### src/hw/rtl/indexed_ordered_list_defines.svh
// Assertion macros for the indexed ordered list.
// Depends on nothing; include by bare file name where assertions are written.
`ifndef INDEXED_ORDERED_LIST_DEFINES_SVH
`define INDEXED_ORDERED_LIST_DEFINES_SVH
`ifndef SYNTHESIS
`define IOL_ASSERT_IMPLY(label, clk, rst_n, ante, cons) \
    label: assert property (@(posedge clk) disable iff (!rst_n) (ante) |-> (cons)) \
        else $error("indexed_ordered_list: immediate check failed");
`define IOL_ASSERT_NEXT(label, clk, rst_n, ante, cons) \
    label: assert property (@(posedge clk) disable iff (!rst_n) (ante) |=> (cons)) \
        else $error("indexed_ordered_list: next-cycle check failed");
`else
`define IOL_ASSERT_IMPLY(label, clk, rst_n, ante, cons)
`define IOL_ASSERT_NEXT(label, clk, rst_n, ante, cons)
`endif
`endif

### src/hw/rtl/iol_pkg.sv
// Shared types, codes and sizes for the indexed ordered list.
// Depends on nothing; used by iol_cell and indexed_ordered_list.
package iol_pkg;

    localparam int CAPACITY = 64;
    localparam int CNT_W    = $clog2(CAPACITY + 1);
    localparam int LEN_W    = 7;
    localparam int VAL_W    = 32;
    localparam int POS_W    = 16;

    localparam logic [2:0] REQ_READ     = 3'd0;
    localparam logic [2:0] REQ_INS_HEAD = 3'd1;
    localparam logic [2:0] REQ_INS_TAIL = 3'd2;
    localparam logic [2:0] REQ_INS_AT   = 3'd3;
    localparam logic [2:0] REQ_DELETE   = 3'd4;

    localparam logic [1:0] ST_DONE    = 2'd0;
    localparam logic [1:0] ST_INVALID = 2'd1;
    localparam logic [1:0] ST_FULL    = 2'd2;

    typedef struct packed {
        logic        [2:0]       req_type;
        logic signed [POS_W-1:0] position;
        logic signed [VAL_W-1:0] value_in;
    } t_req;

    typedef struct packed {
        logic signed [VAL_W-1:0] value_out;
        logic        [1:0]       status;
        logic        [LEN_W-1:0] length;
    } t_res;

    // per-cell control: load new value, take from lower neighbour,
    // take from upper neighbour, drive the read bus
    typedef struct packed {
        logic load;
        logic up;
        logic down;
        logic sel;
    } t_cell_ctl;

endpackage

### src/hw/rtl/iol_cell.sv
// One storage cell of the list chain: holds one entry, shifts with neighbours.
// Depends on iol_pkg.
module iol_cell (
    input  logic                                i_clk,
    input  iol_pkg::t_cell_ctl                  i_ctl,
    input  logic signed [iol_pkg::VAL_W-1:0]    i_value_in,
    input  logic signed [iol_pkg::VAL_W-1:0]    i_prev,
    input  logic signed [iol_pkg::VAL_W-1:0]    i_next,
    output logic signed [iol_pkg::VAL_W-1:0]    o_entry,
    output logic        [iol_pkg::VAL_W-1:0]    o_rd
);

    logic signed [iol_pkg::VAL_W-1:0] r_entry;
    logic signed [iol_pkg::VAL_W-1:0] n_entry;

    always_comb begin
        n_entry = r_entry;
        if (i_ctl.load) begin
            n_entry = i_value_in;
        end else if (i_ctl.up) begin
            n_entry = i_prev;
        end else if (i_ctl.down) begin
            n_entry = i_next;
        end
    end

    always_ff @(posedge i_clk) begin
        r_entry <= n_entry;
    end

    assign o_entry = r_entry;
    // contribute to the wired-OR read bus only when selected
    assign o_rd    = r_entry & {iol_pkg::VAL_W{i_ctl.sel}};

endmodule

### config.mk
export PLATFORM = sky130hd
export DESIGN_NAME = iol_cell
export DESIGN_NICKNAME = d
export VERILOG_FILES = /design/src/hw/rtl/indexed_ordered_list_defines.svh /design/src/hw/rtl/iol_pkg.sv /design/src/hw/rtl/iol_cell.sv
export SDC_FILE = /design/constraint.sdc
export NUM_CORES = 1
export LEC_CHECK = 0
export ABC_AREA = 1
export BUFFER_PORTS_ARGS = -buffer_cell sky130_fd_sc_hd__clkbuf_2
export CAP_MARGIN = 20
export CORE_AREA = 2 2 69 97
export DETAILED_ROUTE_END_ITERATION = 8
export DIE_AREA = 0 0 71 99
export GPL_ROUTABILITY_DRIVEN = 0
export GPL_TIMING_DRIVEN = 0
export PLACE_DENSITY = 0.76
export SETUP_SLACK_MARGIN = 0.05
export SLEW_MARGIN = 10
export SYNTH_ARGS = -nofsm -noshare
export SYNTH_HDL_FRONTEND = slang
export SYNTH_SLANG_ARGS = --single-unit
### constraint.sdc
create_clock -name i_clk -period 1.7 [get_ports i_clk]
set_input_delay 0.17 -clock i_clk [delete_from_list [all_inputs] [get_ports i_clk]]
set_output_delay 0.17 -clock i_clk [all_outputs]
set_load 0.03 [all_outputs]
==> results.yml <==
yosys:
  flip_flop_and_latch_count_after_synthesis: 32
  yosysUniqueCellTypes: 9
  yosysTopAreaCell: "sky130_fd_sc_hd__edfxtp_1"
  synthesis.area_mm2: 0.002230
  synth.yosys.warnings: 0
  ys_seq_area_share_pct: 43.10
  synth_cells: 341
  postSynthNetCount: 442
  yosys.area.top_type_share_pct: 43.10
  syn-mean-instance-area_um2: 6.539
  synth.top_cells.by_area: "sky130_fd_sc_hd__edfxtp_1 (43%), sky130_fd_sc_hd__nand2_1 (27%), sky130_fd_sc_hd__inv_1 (16%), sky130_fd_sc_hd__nand3_1 (7.2%), sky130_fd_sc_hd__buf_4 (2.4%)"
floorplanning:
  die_h_um: 99
  std_cell_rows: 34
  core_region_area_mm2: 0.006168
  initial_core_util_pct: 36.15
  dieArea_mm2: 0.007029
  die-width_um: 71
  floorplan.io_pins: 165
detailed_routing:
  post_drt_wl_per_cell_um: 11.14
  ant_nets: 0
  drt_pre_antenna_iters: 4
  vias: 2447
  drcViolationCount: 0
  drt_wl_total_mm: 6.504
  drt_iter0_drc: 95
  post_drt_via_cell_ratio: 4.190
global_route:
  global_route.usage.total_pct: 18.88
  grt_pass1_vias: 2381
  antenna_violations_before_repair: 0
  pin_count_of_the_biggest_net_entering_global_routing: 20
  globalRouteOverflowTotal: 0
  grt_first_pass_wirelength_mm: 10.59
power:
  power_switching_share_pct: 34.87
  report.power.total_mw: 2.601
  power.share.combinational_pct: 33.4
  power_leakage_nw: 2.254
  powerDensity_mw_per_mm2: 796.9
  peakVddDrop_uv: 289.0
  clock_power_share_pct: 26.8
  switchingPower_mw: 0.9070
  p_int_mw: 1.694
  sequentialPowerShare_pct: 39.8
worst_setup_path:
  path_class: "in2reg"
  sort_of_element_at_the_start_of_the_critical_path: "primary input"
  endpoint_kind: "register"
  cp.required_ns: 1.68
  critPathMaxFanout: 19
  worst_ep_arrival_time_ns: 1.31
sta:
  final_period_minus_worst_setup_slack_ns: 1.322
  fmaxAchievable_mhz: 756.6
  fin_crit_sh_pct: 77.75
  drv_slew: 0
  post-route-worst-setup-slack_ns: 0.3782
  slew-limit-headroom_pct: 52.55
  hold_slack_ns: 0.1578
  rsz0062_at_grt: "no"
  setup_violations: 0
  final_hold_vio_count: 0
  worst_slew_pin_slew_ns: 0.7101
place:
  buffer_ports.inserted: 162
  place_worst_setup_slack_ns: 0.07724
  dpl.hpwl_mm: 5.464
layout:
  drive_above_1_share_pct: 36.72
  num_antenna_cells: 0
  nNetsFinal: 612
  most-common-layout-cells: "sky130_fd_sc_hd__clkbuf_2 (162), sky130_fd_sc_hd__nand2_1 (161), sky130_fd_sc_hd__inv_1 (96)"
  fillerInstances: 634
  final_common_cell: "sky130_fd_sc_hd__clkbuf_2"
  postLayoutCoreUtil_pct: 52.92
  largest_register_ff_count: 32
  flow.area_growth_from_synthesis_pct: 46.41
clocking:
  tritoncts_clock_tree: "yes"
  cts_sinks: 32
  numCtsBuffers: 5
  clkSlewWorstSetupHoldPaths_ns: 0.07
  cts-resized-gates: 0
  htree_levels: 2
  root_buffer: "sky130_fd_sc_hd__clkbuf_8"
  post_cts_hold_buffer_count: 0
  post-cts-setup-buffer-count: 0
  clock_tree.buffer_depth: 2
min_path:
  holdCritPathClass: "in2reg"
outcome:
  run_status: "completed"
job:
  max_cap_viol_count: 0
-- synth_stat cells --
cell,instances
sky130_fd_sc_hd__inv_4,2
sky130_fd_sc_hd__nor2_1,1
sky130_fd_sc_hd__edfxtp_1,32
sky130_fd_sc_hd__inv_1,96
sky130_fd_sc_hd__buf_6,4
sky130_fd_sc_hd__nand3_1,32
sky130_fd_sc_hd__buf_2,6
sky130_fd_sc_hd__buf_4,7
sky130_fd_sc_hd__nand2_1,161
-- final cells by class --
class | instances | area (µm²) | area share [%]
Sequential cell | 32 | 960.9 | 29.44
Tap cell | 72 | 90.09 | 2.760
Multi-Input combinational cell | 194 | 768.2 | 23.53
Buffer | 17 | 127.6 | 3.910
Timing Repair Buffer | 163 | 838.3 | 25.68
Clock inverter | 3 | 37.54 | 1.150
Inverter | 98 | 372.9 | 11.42
Clock buffer | 5 | 68.82 | 2.108
-- path summary, 6_finish.rpt --
kind | start | endpoint | slack [ns] | depth (start not counted)
setup / recovery | i_ctl[3] | o_entry[30]$_DFFE_PP_ | 0.38 | 5
hold / removal | i_value_in[10] | o_entry[10]$_DFFE_PP_ | 0.16 | 3
-- worst max-delay path, cell delays in order --
cell                      delay [ns]
sky130_fd_sc_hd__buf_4          0.13
sky130_fd_sc_hd__inv_4          0.06
sky130_fd_sc_hd__buf_4          0.16
sky130_fd_sc_hd__nand2_1        0.53
sky130_fd_sc_hd__buf_16         0.24
-- kinds of logic after synthesis --
logic type / Yosys count / share of synthesized area (%)
buffers and inverters: 115 / 22.45
and+or+nand+nor: 194 / 34.46
DFF: 32 / 43.10
-- metal layers --
layer,GRT usage (%),vias to the layer above,share of wire [%]
li1,-,1312,-
met1,20.68,1028,38
met2,36.09,98,54
met3,3.067,9,6.3
met4,6.241,0,1.5
met5,0,-,0
-- stage by stage --
stage | std cells | area, µm² | setup TNS [ns]
detailed placement | 576 | 3158 | 0
global route | 584 | 3264 | 0
global placement | 575 | 3131 | -5.861
floorplan | 341 | 2230 | 0
CTS | 584 | 3264 | 0
finish | 584 | 3264 | 0
-- power groups by stage --
stage | registers [mW] | clock network, mW | logic [mW]
6_report | 1.04 | 0.696 | 0.870
5_1_grt | 1.05 | 0.747 | 0.949
4_1_cts | 1.04 | 0.713 | 0.877
3_5_place_dp | 1.05 | 0 | 0.875
3_3_place_gp | 1.05 | 0 | 0.860
2_1_floorplan | 1.22 | 0 | 0.374
No activity file was read; power rests on OpenSTA's default activity.
